## config.mk

```make
export PLATFORM = sky130hd
export DESIGN_NAME = pbnr_dist_unit
export DESIGN_NICKNAME = d
export VERILOG_FILES = /design/src/hw/rtl/pbnr_pkg.sv /design/src/hw/rtl/pbnr_dist_unit.sv
export SDC_FILE = /design/constraint.sdc
export NUM_CORES = 1
export LEC_CHECK = 0
export BUFFER_PORTS_ARGS = -buffer_cell sky130_fd_sc_hd__buf_2
export CAP_MARGIN = 20
export CORE_MARGIN = 2
export CORE_UTILIZATION = 42
export CTS_BUF_LIST = sky130_fd_sc_hd__clkbuf_2 sky130_fd_sc_hd__clkbuf_4 sky130_fd_sc_hd__clkbuf_8
export DETAILED_ROUTE_END_ITERATION = 6
export SLEW_MARGIN = 10
export SYNTH_ARGS = -nofsm -noshare
export SYNTH_HDL_FRONTEND = slang
export SYNTH_SLANG_ARGS = --single-unit
```

## constraint.sdc

```tcl
create_clock -name i_clk -period 21.6 [get_ports i_clk]
set_input_delay 1.08 -clock i_clk [delete_from_list [all_inputs] [get_ports i_clk]]
set_output_delay 1.08 -clock i_clk [all_outputs]
set_load 0.05 [all_outputs]
```

## src/hw/rtl/pbnr_pkg.sv

```systemverilog
// ----------------------------------------------------------------------------
// pbnr_pkg
// shared types and constants for the palette blend / nearest remap block
// ----------------------------------------------------------------------------
`default_nettype none

package pbnr_pkg;

    // default palette depth and register reset value
    localparam int unsigned PALETTE_SIZE_DEF = 256;
    localparam logic [15:0] LIMIT_AT_RESET   = 16'h0bb8;

    // blend arithmetic
    localparam logic [6:0]  FULL_PERCENT = 7'd100;
    // floor(x / 100) == (x * RECIP_100) >> RECIP_SHIFT for every x below 25600
    localparam logic [12:0] RECIP_100    = 13'd5243;
    localparam int unsigned RECIP_SHIFT  = 19;

    // request codes
    localparam logic REQ_LOAD  = 1'b0;
    localparam logic REQ_BUILD = 1'b1;

    typedef struct packed {
        logic [7:0] red;
        logic [7:0] green;
        logic [7:0] blue;
    } t_rgb;

    // handshake between sequencer and blend unit
    typedef struct packed {
        logic start;
        logic done;
    } t_blend_ctl;

    // registered output of the distance unit
    typedef struct packed {
        logic        vld;
        logic        last;
        logic [15:0] distance;
    } t_dist_res;

endpackage

`default_nettype wire

```

## src/hw/rtl/pbnr_dist_unit.sv

```systemverilog
// ----------------------------------------------------------------------------
// pbnr_dist_unit
// squared rgb distance of one palette entry, 16-bit wrap, registered
// ----------------------------------------------------------------------------
`default_nettype none

module pbnr_dist_unit #(
    parameter int unsigned AW = 8
) (
    input  wire logic           i_clk,
    input  wire logic           i_rst_n,
    input  wire logic           i_vld,
    input  wire logic           i_last,
    input  wire logic [AW-1:0]  i_idx,
    input  wire pbnr_pkg::t_rgb i_entry,
    input  wire pbnr_pkg::t_rgb i_color,
    output pbnr_pkg::t_dist_res o_res,
    output logic [AW-1:0]       o_idx
);

    logic [7:0]  dr;
    logic [7:0]  dg;
    logic [7:0]  db;
    logic [15:0] sum;

    logic        r_vld;
    logic        r_last;
    logic [15:0] r_dist;
    logic [AW-1:0] r_idx;

    assign dr = (i_color.red >= i_entry.red) ? i_color.red - i_entry.red
                                             : i_entry.red - i_color.red;
    assign dg = (i_color.green >= i_entry.green) ? i_color.green - i_entry.green
                                                 : i_entry.green - i_color.green;
    assign db = (i_color.blue >= i_entry.blue) ? i_color.blue - i_entry.blue
                                               : i_entry.blue - i_color.blue;

    // sum wraps at 16 bits
    assign sum = 16'(16'(dr) * 16'(dr)) + 16'(16'(dg) * 16'(dg))
               + 16'(16'(db) * 16'(db));

    always_ff @(posedge i_clk) begin
        if (!i_rst_n) begin
            r_vld  <= 1'b0;
            r_last <= 1'b0;
        end else begin
            r_vld  <= i_vld;
            r_last <= i_vld && i_last;
        end
    end

    always_ff @(posedge i_clk) begin
        r_dist <= sum;
        r_idx  <= i_idx;
    end

    assign o_res.vld      = r_vld;
    assign o_res.last     = r_last;
    assign o_res.distance = r_dist;
    assign o_idx          = r_idx;

endmodule

`default_nettype wire

```

==> metrics list <==
* Status: finished clean
* Gate family responsible for the most delay along the worst path: adder cells
- H-tree depth: 1
* Nets in the synthesized netlist: between 1000 and 1500
* Type of the worst min-delay path: in2reg
- The largest individual stage delay along the critical path comes from the cell sky130_fd_sc_hd__xor2_1.
* Die W: between 100 and 150 um
* Instance count on the critical path: 31
* Data arrival at the endpoint of the critical path: roughly 9.6 ns
* Total number of vias: ~5700
- In this run, post-CTS hold repair placed 0 buffers.
* Leading cell type in the layout, fill and taps excluded: sky130_fd_sc_hd__inv_1
* Remaining number of nets flagged by the antenna check after routing: 0
- The number of buffers and inverters on the critical path is 7.
- Tracing the worst setup path back leads to its startpoint at i_color[0].
* Final Hold Viols: 0
- Syn-to-layout area delta: 9.17%
* Max-Slew Margin vs Limit: 0.381
- Largest net degree at the start of global routing: 16
- Number of enable-type register cells in the synthesized netlist: 0
- The final layout contains 1269 nets.
* Effective utilization at floorplan: 0.426
- 86 I/O pins were placed.
- After clock tree synthesis, the repair step resized 0 gates.
- Area of the core: roughly 19000 um^2
- Seq cells post-synth: 26
* Post-detailed-placement half-perimeter wirelength: about 14000 um
* CTS tree: built
* Global-route congestion overflow total: 0
- For this run, the top clock speed supported by timing is around 0.11 GHz.
- Total negative slack: 0 ns
- For this block, the initial DRC count from the detailed router was 200.
- Clock tree synthesis found a total of 26 sinks.
* Number of setup buffers added after CTS: 0
- Cell count after synthesis: 874
* Number of global-route vias before repair: 6079
- Of all flip-flops after synthesis, the portion carrying an async set or reset was 0.
* Global-route wire length before repair: about 29000 um
- On the worst path, the slowest cell contributes a delay of ~0.62 ns.
* GP Congestion: 0.835
- RSZ-0062 raised after global routing: false
* Final number of max-transition violations: 0
- Most numerous cell on the critical path: sky130_fd_sc_hd__fa_1
* Aggregate routed wire length: 15900 um
- Clock-pin transition on the worst setup and hold timing paths: between 0.1 and 0.15 ns
- Number of port buffers: between 80 and 90
* Post-synthesis cell type count: roughly 70
- Number of violations of the max-capacitance limit: 0
* Kind of end point of the critical path: flop
- At the pin with the least slew margin, the transition time is 0.903 ns.
* Yosys warning count: 0
- Remaining DRCs: 0
- The die covers around 20000 um^2.
* Termination of the worst setup path: r_dist[15]
- The number of clock buffers added by TritonCTS is 3.
- For this run, the detailed router's first-pass iteration total came to 4.
- Setup violations remaining at the end of the flow were counted as 0.
- Worst Path Required: between 20 and 25 ns
* Number of antenna violations at the first check in global routing: 0
* Post-synthesis sequential area ratio: 0.0655
- The number of antenna diodes in the final layout is 0.
- Each instance of the synthesized netlist takes up on average between 9 and 10 um^2.
- Ratio of cells with drive above 1 in the final layout: 0.124
* Setup crit start kind: input pin
- Clock tree root buffer cell: sky130_fd_sc_hd__clkbuf_8
- Dividing the detail-routed via count by the number of cells gives between 4 and 5.
* Max FO, Critical Path: 11
* Standard-cell row count: 50
- Dividing the final minimum period by the clock period gives 0.436.
* Clk buf depth: 2
* Area of the mapped netlist: about 7900 um^2
* Global-route usage over all layers: 0.176
- After layout, the minimum clock period comes to ~9.4 ns.
- The critical path is of the in2reg type.
- Most used flip-flop cell after synthesis: sky130_fd_sc_hd__dfxtp_1
* Routed wire length per instance: 13.4 um
- The library cells used most frequently in the layout, excluding fill and tap cells, are 259 x sky130_fd_sc_hd__inv_1, 136 x sky130_fd_sc_hd__fa_1, 119 x sky130_fd_sc_hd__ha_1.
- The die is ~140 um tall.
per-layer routing:
layer | global-route usage | part of all wire
met1 | 0.234 | 0.45
met2 | 0.319 | 0.50
met3 | 0.0128 | 0.040
met4 | 0.0284 | 0.011
met5 | 0 | 0
cells by family after synthesis:
logic type,Yosys count,share of synthesized area
compound gates,109,0.103
xor+xnor,39,0.0490
simple gates,153,0.0948
buf+inv,273,0.133
flops,26,0.0655
mux,19,0.0241
fa+ha+maj,255,0.530
cell type report:
| class | count | area, um^2 |
|---|---|---|
| clock buffers | 3 | 41.3 |
| well taps | 234 | 293 |
| multi-input cells | 575 | 6360 |
| clock inverters | 1 | 30.0 |
| flip-flops and latches | 26 | 520 |
| fillers | 1858 | 9970 |
| inverters | 260 | 976 |
| repair buffers | 88 | 448 |
worst min-delay path by stage:
stage,start,endpoint,cells past startpoint
after floorplan,i_idx[0],o_idx[0],0
after global placement,i_idx[5],o_idx[5],1
after detailed placement,i_idx[2],o_idx[2],1
after CTS,i_idx[0],o_idx[0],1
after global routing,i_idx[0],o_idx[0],1
final,i_idx[2],o_idx[2],1
through the flow:
step | hold slack [ns] | cells | util | instance area, um^2 | setup WS (ns)
2_1_floorplan | 1.11 | 874 | - | 7950 | 12.69
3_3_place_gp | 1.18 | 1183 | 0.461 | 8600 | 11.98
3_5_place_dp | 1.18 | 1183 | 0.461 | 8600 | 11.87
4_1_cts | 0.869 | 1187 | 0.465 | 8670 | 12.19
5_1_grt | 0.862 | 1187 | 0.465 | 8670 | 11.67
6_report | 0.881 | 1187 | 0.465 | 8670 | 12.18
registers in the layout (all words and copies together), names as in the netlist:
name / flops
r_dist: 16
r_last: 1
r_vld: 1
o_idx: 8
synth_stat cells, types with 3 or more instances:
master	n	area, um^2
sky130_fd_sc_hd__inv_1	259	972
sky130_fd_sc_hd__xnor2_1	26	228
sky130_fd_sc_hd__buf_6	3	33.8
sky130_fd_sc_hd__nor2b_1	3	18.8
sky130_fd_sc_hd__nand2b_1	18	113
sky130_fd_sc_hd__nand2_1	22	82.6
sky130_fd_sc_hd__o21bai_1	6	45.0
sky130_fd_sc_hd__buf_2	4	20.0
sky130_fd_sc_hd__or3_1	4	25.0
sky130_fd_sc_hd__a21oi_1	24	120
sky130_fd_sc_hd__o21a_1	5	37.5
sky130_fd_sc_hd__nor2_1	65	244
sky130_fd_sc_hd__xor2_1	9	78.8
sky130_fd_sc_hd__mux2i_1	18	180
sky130_fd_sc_hd__and2_1	5	31.3
sky130_fd_sc_hd__o21ai_0	11	55.1
sky130_fd_sc_hd__a211oi_1	3	22.5
sky130_fd_sc_hd__ha_1	119	1490
sky130_fd_sc_hd__a21o_1	25	188
sky130_fd_sc_hd__nand3_1	4	20.0
sky130_fd_sc_hd__a31oi_1	5	31.3
sky130_fd_sc_hd__and3_1	4	25.0
sky130_fd_sc_hd__clkbuf_1	3	11.3
sky130_fd_sc_hd__a221oi_1	4	35.0
sky130_fd_sc_hd__dfxtp_1	26	521
sky130_fd_sc_hd__fa_1	136	2720
sky130_fd_sc_hd__or2_2	8	50.1
Power is not shown: default switching activity piles up to over one toggle a cycle in this logic, so the estimate is an artifact.
