### config.mk
export PLATFORM = sky130hd
export DESIGN_NAME = pbnr_blend_unit
export DESIGN_NICKNAME = d
export VERILOG_FILES = /design/src/hw/rtl/pbnr_pkg.sv /design/src/hw/rtl/pbnr_blend_unit.sv
export SDC_FILE = /design/constraint.sdc
export NUM_CORES = 1
export LEC_CHECK = 0
export BUFFER_PORTS_ARGS = -buffer_cell sky130_fd_sc_hd__buf_2
export CORE_UTILIZATION = 64
export CTS_CLUSTER_DIAMETER = 30
export CTS_CLUSTER_SIZE = 24
export DETAILED_ROUTE_END_ITERATION = 8
export GPL_TIMING_DRIVEN = 0
export PLACE_DENSITY_LB_ADDON = 0.3
export SYNTH_ARGS = -nofsm -noshare
export SYNTH_HDL_FRONTEND = slang
export SYNTH_SLANG_ARGS = --single-unit
### constraint.sdc
create_clock -name i_clk -period 7.38 [get_ports i_clk]
set_input_delay 0.369 -clock i_clk [delete_from_list [all_inputs] [get_ports i_clk]]
set_output_delay 0.369 -clock i_clk [all_outputs]
set_load 0.01 [all_outputs]
### src/hw/rtl/pbnr_pkg.sv
// ----------------------------------------------------------------------------
// pbnr_pkg
// shared types and constants for the palette blend / nearest remap block
// ----------------------------------------------------------------------------
`default_nettype none

package pbnr_pkg;

    // default palette depth and register reset value
    localparam int unsigned PALETTE_SIZE_DEF = 256;
    localparam logic [15:0] LIMIT_AT_RESET   = 16'h0bb8;

    // blend arithmetic
    localparam logic [6:0]  FULL_PERCENT = 7'd100;
    // floor(x / 100) == (x * RECIP_100) >> RECIP_SHIFT for every x below 25600
    localparam logic [12:0] RECIP_100    = 13'd5243;
    localparam int unsigned RECIP_SHIFT  = 19;

    // request codes
    localparam logic REQ_LOAD  = 1'b0;
    localparam logic REQ_BUILD = 1'b1;

    typedef struct packed {
        logic [7:0] red;
        logic [7:0] green;
        logic [7:0] blue;
    } t_rgb;

    // handshake between sequencer and blend unit
    typedef struct packed {
        logic start;
        logic done;
    } t_blend_ctl;

    // registered output of the distance unit
    typedef struct packed {
        logic        vld;
        logic        last;
        logic [15:0] distance;
    } t_dist_res;

endpackage

`default_nettype wire

### src/hw/rtl/pbnr_blend_unit.sv
// ----------------------------------------------------------------------------
// pbnr_blend_unit
// blends a source color toward a target, one channel at a time
// ----------------------------------------------------------------------------
`default_nettype none

module pbnr_blend_unit (
    input  wire logic           i_clk,
    input  wire logic           i_rst_n,
    input  wire logic           i_start,
    input  wire pbnr_pkg::t_rgb i_src,
    input  wire pbnr_pkg::t_rgb i_tgt,
    input  wire logic [6:0]     i_pct,
    output logic                o_done,
    output pbnr_pkg::t_rgb      o_color
);

    logic           r_active;
    logic [1:0]     r_ch;
    logic           r_phase;      // 0: products, 1: divide and store
    logic           r_done;
    pbnr_pkg::t_rgb r_src;
    pbnr_pkg::t_rgb r_tgt;
    logic [6:0]     r_pct;
    logic [14:0]    r_pa;
    logic [14:0]    r_pb;
    pbnr_pkg::t_rgb r_color;

    logic [7:0]  src_ch;
    logic [7:0]  tgt_ch;
    logic [27:0] qa_full;
    logic [27:0] qb_full;
    logic [7:0]  qa;
    logic [7:0]  qb;
    logic [7:0]  blend_ch;

    always_comb begin
        unique case (r_ch)
            2'd0: begin
                src_ch = r_src.red;
                tgt_ch = r_tgt.red;
            end
            2'd1: begin
                src_ch = r_src.green;
                tgt_ch = r_tgt.green;
            end
            default: begin
                src_ch = r_src.blue;
                tgt_ch = r_tgt.blue;
            end
        endcase
    end

    // divide by 100 through reciprocal multiply
    assign qa_full  = 28'(r_pa) * 28'(pbnr_pkg::RECIP_100);
    assign qb_full  = 28'(r_pb) * 28'(pbnr_pkg::RECIP_100);
    assign qa       = 8'(qa_full >> pbnr_pkg::RECIP_SHIFT);
    assign qb       = 8'(qb_full >> pbnr_pkg::RECIP_SHIFT);
    assign blend_ch = qa + qb;

    always_ff @(posedge i_clk) begin
        if (!i_rst_n) begin
            r_active <= 1'b0;
            r_ch     <= 2'd0;
            r_phase  <= 1'b0;
            r_done   <= 1'b0;
        end else begin
            r_done <= 1'b0;
            if (i_start) begin
                r_active <= 1'b1;
                r_ch     <= 2'd0;
                r_phase  <= 1'b0;
            end else if (r_active) begin
                r_phase <= ~r_phase;
                if (r_phase) begin
                    if (r_ch == 2'd2) begin
                        r_active <= 1'b0;
                        r_done   <= 1'b1;
                    end else begin
                        r_ch <= r_ch + 2'd1;
                    end
                end
            end
        end
    end

    always_ff @(posedge i_clk) begin
        if (i_start) begin
            r_src <= i_src;
            r_tgt <= i_tgt;
            r_pct <= i_pct;
        end
        if (r_active && !r_phase) begin
            r_pa <= 15'(src_ch) * 15'(pbnr_pkg::FULL_PERCENT - r_pct);
            r_pb <= 15'(tgt_ch) * 15'(r_pct);
        end
        if (r_active && r_phase) begin
            unique case (r_ch)
                2'd0:    r_color.red   <= blend_ch;
                2'd1:    r_color.green <= blend_ch;
                default: r_color.blue  <= blend_ch;
            endcase
        end
    end

    assign o_done  = r_done;
    assign o_color = r_color;

endmodule

`default_nettype wire

==> impl_metrics.xml <==
<?xml version="1.0" encoding="UTF-8"?>
<metrics>
  <group name="sta">
    <metric name="slew_headroom" unit="%">24.3</metric>
    <metric name="rsz_0062_raised_after_global_routing" unit="">false</metric>
    <metric name="setup-tns-final" unit="ns">0</metric>
    <metric name="report.final.slew_viol_count" unit="">0</metric>
    <metric name="timing.clock.skew" unit="ns">0.0177</metric>
    <metric name="max_freq" unit="MHz">144</metric>
    <metric name="worstMarginPinSlew" unit="ns">1.14</metric>
    <metric name="finalCriticalPeriod" unit="ns">6.95</metric>
    <metric name="endpoints_failing_hold" unit="">0</metric>
    <metric name="final.hold.worst_slack" unit="ns">0.113</metric>
    <metric name="final-setup-viol-count" unit="">0</metric>
    <metric name="final_critical_path_setup_slack" unit="ns">0.434</metric>
    <metric name="final_min_period_over_clock_period" unit="%">94.1</metric>
  </group>
  <group name="worst_hold_path">
    <metric name="hold_path.class" unit="">input pin to flip-flop</metric>
    <metric name="worstHoldPathCells" unit="">1</metric>
  </group>
  <group name="die">
    <metric name="num_rows" unit="">54</metric>
    <metric name="floorplan.initialDensity" unit="%">66.3</metric>
    <metric name="design.die.area" unit="µm²">23500</metric>
    <metric name="fp.dieH" unit="µm">153</metric>
    <metric name="placeableCoreArea" unit="µm²">22100</metric>
    <metric name="die-width" unit="µm">153</metric>
    <metric name="io_pins" unit="">83</metric>
  </group>
  <group name="setup_path">
    <metric name="worst_setup_path_start_kind" unit="">flip-flop</metric>
    <metric name="ff_to_ff_setup_slack" unit="ns">0.43</metric>
    <metric name="critical_setup_path_class" unit="">flip-flop to flip-flop</metric>
    <metric name="critical_path.slowest_cell" unit="">sky130_fd_sc_hd__fa_1</metric>
    <metric name="arrival" unit="ns">7.09</metric>
    <metric name="crit_path_end_kind" unit="">flip-flop</metric>
    <metric name="worst-r2r-cell-count" unit="">26</metric>
    <metric name="timing.critical_path.slowest_cell_delay" unit="ns">0.55</metric>
    <metric name="worst_path_required" unit="ns">7.52</metric>
    <metric name="crit_fanout" unit="">5</metric>
  </group>
  <group name="global_route">
    <metric name="grt_first_pass_wirelength" unit="µm">47900</metric>
    <metric name="antenna_violations_before_repair" unit="">0</metric>
    <metric name="vias_in_the_first_global_route" unit="">10500</metric>
    <metric name="maximum_number_of_pins_on_one_net_before_global_route_repair" unit="">58</metric>
    <metric name="grt_use_total" unit="%">26.1</metric>
    <metric name="grt-ovfl-total" unit="">0</metric>
  </group>
  <group name="routing">
    <metric name="drt_first_pass_iters" unit="">5</metric>
    <metric name="route.detailed.vias_per_inst" unit="">5.38</metric>
    <metric name="postRouteAntennaNets" unit="">0</metric>
    <metric name="first_iter_violations" unit="">410</metric>
    <metric name="remaining_drc_errors" unit="">0</metric>
    <metric name="route.vias.total" unit="">9509</metric>
    <metric name="wirelength" unit="µm">27900</metric>
    <metric name="routed_wire_length_per_instance" unit="µm">15.8</metric>
  </group>
  <group name="synth">
    <metric name="synth_simple_gate_area_share" unit="%">6.80</metric>
    <metric name="synthCells" unit="">1373</metric>
    <metric name="synth_async_sr_flop_share" unit="%">0</metric>
    <metric name="synth.ff_latch_count" unit="">114</metric>
    <metric name="synth.lib_cells_used.distinct" unit="">44</metric>
    <metric name="synthesis.area_per_instance" unit="µm²">10.7</metric>
    <metric name="synthesized_netlist_net_count" unit="">1910</metric>
    <metric name="synth_xor_xnor_area_share" unit="%">3.89</metric>
    <metric name="synth_mux_area_share" unit="%">0</metric>
    <metric name="synth_compound_area_share" unit="%">5.40</metric>
    <metric name="synth_top_family_by_area" unit="">adder cells</metric>
    <metric name="seq_area_frac_synth" unit="%">23.0</metric>
    <metric name="synthesis.area" unit="µm²">14600</metric>
    <metric name="synth_ff_type" unit="">sky130_fd_sc_hd__edfxtp_1</metric>
    <metric name="post_synth_fa_ha_maj_area_fraction" unit="%">51.4</metric>
    <metric name="synth_enable_flop_cells" unit="">109</metric>
    <metric name="ys_warn_count" unit="">0</metric>
  </group>
  <group name="final_layout">
    <metric name="nFillCells" unit="">1451</metric>
    <metric name="layout_cells_sized_above_1" unit="%">8.00</metric>
    <metric name="area_delta_synth_final" unit="%">9.57</metric>
    <metric name="num_antenna_cells" unit="">0</metric>
    <metric name="finalNetCount" unit="">2012</metric>
    <metric name="finish.instance_area" unit="µm²">16000</metric>
  </group>
  <group name="cts">
    <metric name="clock_path_buffers" unit="">2</metric>
    <metric name="holdBufCountCts" unit="">0</metric>
    <metric name="cts_made_buffers" unit="">17</metric>
    <metric name="cts_tree" unit="">built</metric>
    <metric name="clock-root-buffer" unit="">sky130_fd_sc_hd__clkbuf_16</metric>
    <metric name="htree_num_levels" unit="">4</metric>
    <metric name="clock_sink_total" unit="">114</metric>
    <metric name="postCtsSetupRepairBufs" unit="">0</metric>
    <metric name="clock_latency" unit="ns">0.43</metric>
    <metric name="cts-resized-gates" unit="">0</metric>
    <metric name="path_clk_slew" unit="ns">0.06</metric>
  </group>
  <group name="placed_design">
    <metric name="final_estimated_routing_congestion_in_global_placement" unit="">0.876</metric>
    <metric name="post-place-ws" unit="ns">0.544</metric>
    <metric name="placedInstanceArea" unit="µm²">15400</metric>
    <metric name="port_buffers" unit="">82</metric>
    <metric name="detailedPlacementHpwl" unit="µm">23400</metric>
  </group>
  <group name="outcome">
    <metric name="result_of_the_run" unit="">completed</metric>
  </group>
  <group name="job">
    <metric name="cap_viol_max_count" unit="">0</metric>
  </group>
</metrics>
==> logic make-up after synthesis <==
group,after synthesis
AOI/OAI and AO/OA,125
xor gates and xnor gates,65
adders and majority gates,479
buffers and inverters,371
DFF,114
and+or+nand+nor,219
==> cell usage after synthesis (9+ instances only) <==
cell type | number | area, µm²
sky130_fd_sc_hd__inv_1 | 359 | 1350
sky130_fd_sc_hd__ha_1 | 276 | 3450
sky130_fd_sc_hd__fa_1 | 203 | 4060
sky130_fd_sc_hd__edfxtp_1 | 109 | 3270
sky130_fd_sc_hd__nand2_1 | 97 | 364
sky130_fd_sc_hd__a21oi_1 | 51 | 255
sky130_fd_sc_hd__xnor2_1 | 50 | 438
sky130_fd_sc_hd__nor2_1 | 47 | 176
sky130_fd_sc_hd__and2_1 | 21 | 131
sky130_fd_sc_hd__xor2_1 | 15 | 131
sky130_fd_sc_hd__a21o_1 | 12 | 90.1
sky130_fd_sc_hd__nor2b_1 | 12 | 75.1
sky130_fd_sc_hd__a22oi_1 | 11 | 82.6
sky130_fd_sc_hd__clkbuf_1 | 11 | 41.3
sky130_fd_sc_hd__nand2b_1 | 10 | 62.6
sky130_fd_sc_hd__o21ai_1 | 10 | 50.1
sky130_fd_sc_hd__nand3_1 | 9 | 45.0
==> final cells by class <==
cell class                 instances  area, µm²  area share [%]
buffer                            12       45.0           0.281
clock buffer                      20        447            2.79
clock inverter                    12        180            1.12
inverter                         359       1350            8.40
multi-input combinational        888       9880            61.6
sequential                       114       3370            21.0
tap                              280        350            2.18
timing repair buffer              83        415            2.59
==> metrics by stage <==
stage | util, % | std cells
3_5_place_dp | 69.8 | 1736
4_1_cts | 72.6 | 1768
3_3_place_gp | 69.7 | 1735
2_1_floorplan | - | 1373
6_report | 72.6 | 1768
5_1_grt | 72.6 | 1768
==> final timing paths <==
kind | endpoint | from
min reg2reg | r_ch[1] | r_ch[1]
max reg2reg | o_color[7] | r_pb[4]
min | r_tgt[14] | i_tgt[14]
max | o_color[7] | r_pb[4]
==> routing by layer <==
layer / global-route usage (%) / up-vias / wire length (µm)
met1: 32.6 / 4625 / 12200
met4: 9.76 / 0 / 777
li1: - / 4565 / -
met5: 0 / - / 0
met2: 45.9 / 261 / 13800
met3: 3.66 / 58 / 1130
==> worst max-delay path: cells and delay by family (launching register included) <==
family                   cells  cell delay, ns
AND/OR/NAND/NOR              3            0.60
AO/OA/AOI/OAI                8            1.54
buffers and inverters        4            0.28
XOR/XNOR                     4            0.79
flip-flops                   1            0.50
adder cells (fa/ha/maj)      7            2.91
==> flip-flops by register name, indices dropped and copies added (netlist names) <==
name	cells
o_color	24
r_src	24
r_tgt	24
r_pa	15
r_pb	15
r_pct	7
r_ch	2
o_done	1
r_active	1
r_phase	1
==> placed cells by master, fill, tap and decap left out, types with 17 or more instances in the layout <==
| cell type | n |
|---|---|
| sky130_fd_sc_hd__nand2_1 | 97 |
| sky130_fd_sc_hd__edfxtp_1 | 109 |
| sky130_fd_sc_hd__and2_1 | 21 |
| sky130_fd_sc_hd__buf_2 | 83 |
| sky130_fd_sc_hd__a21oi_1 | 51 |
| sky130_fd_sc_hd__fa_1 | 203 |
| sky130_fd_sc_hd__clkbuf_16 | 17 |
| sky130_fd_sc_hd__inv_1 | 359 |
| sky130_fd_sc_hd__nor2_1 | 47 |
| sky130_fd_sc_hd__ha_1 | 276 |
| sky130_fd_sc_hd__xnor2_1 | 50 |
Power is not shown: default switching activity piles up to over one toggle a cycle in this logic, so the estimate is an artifact.
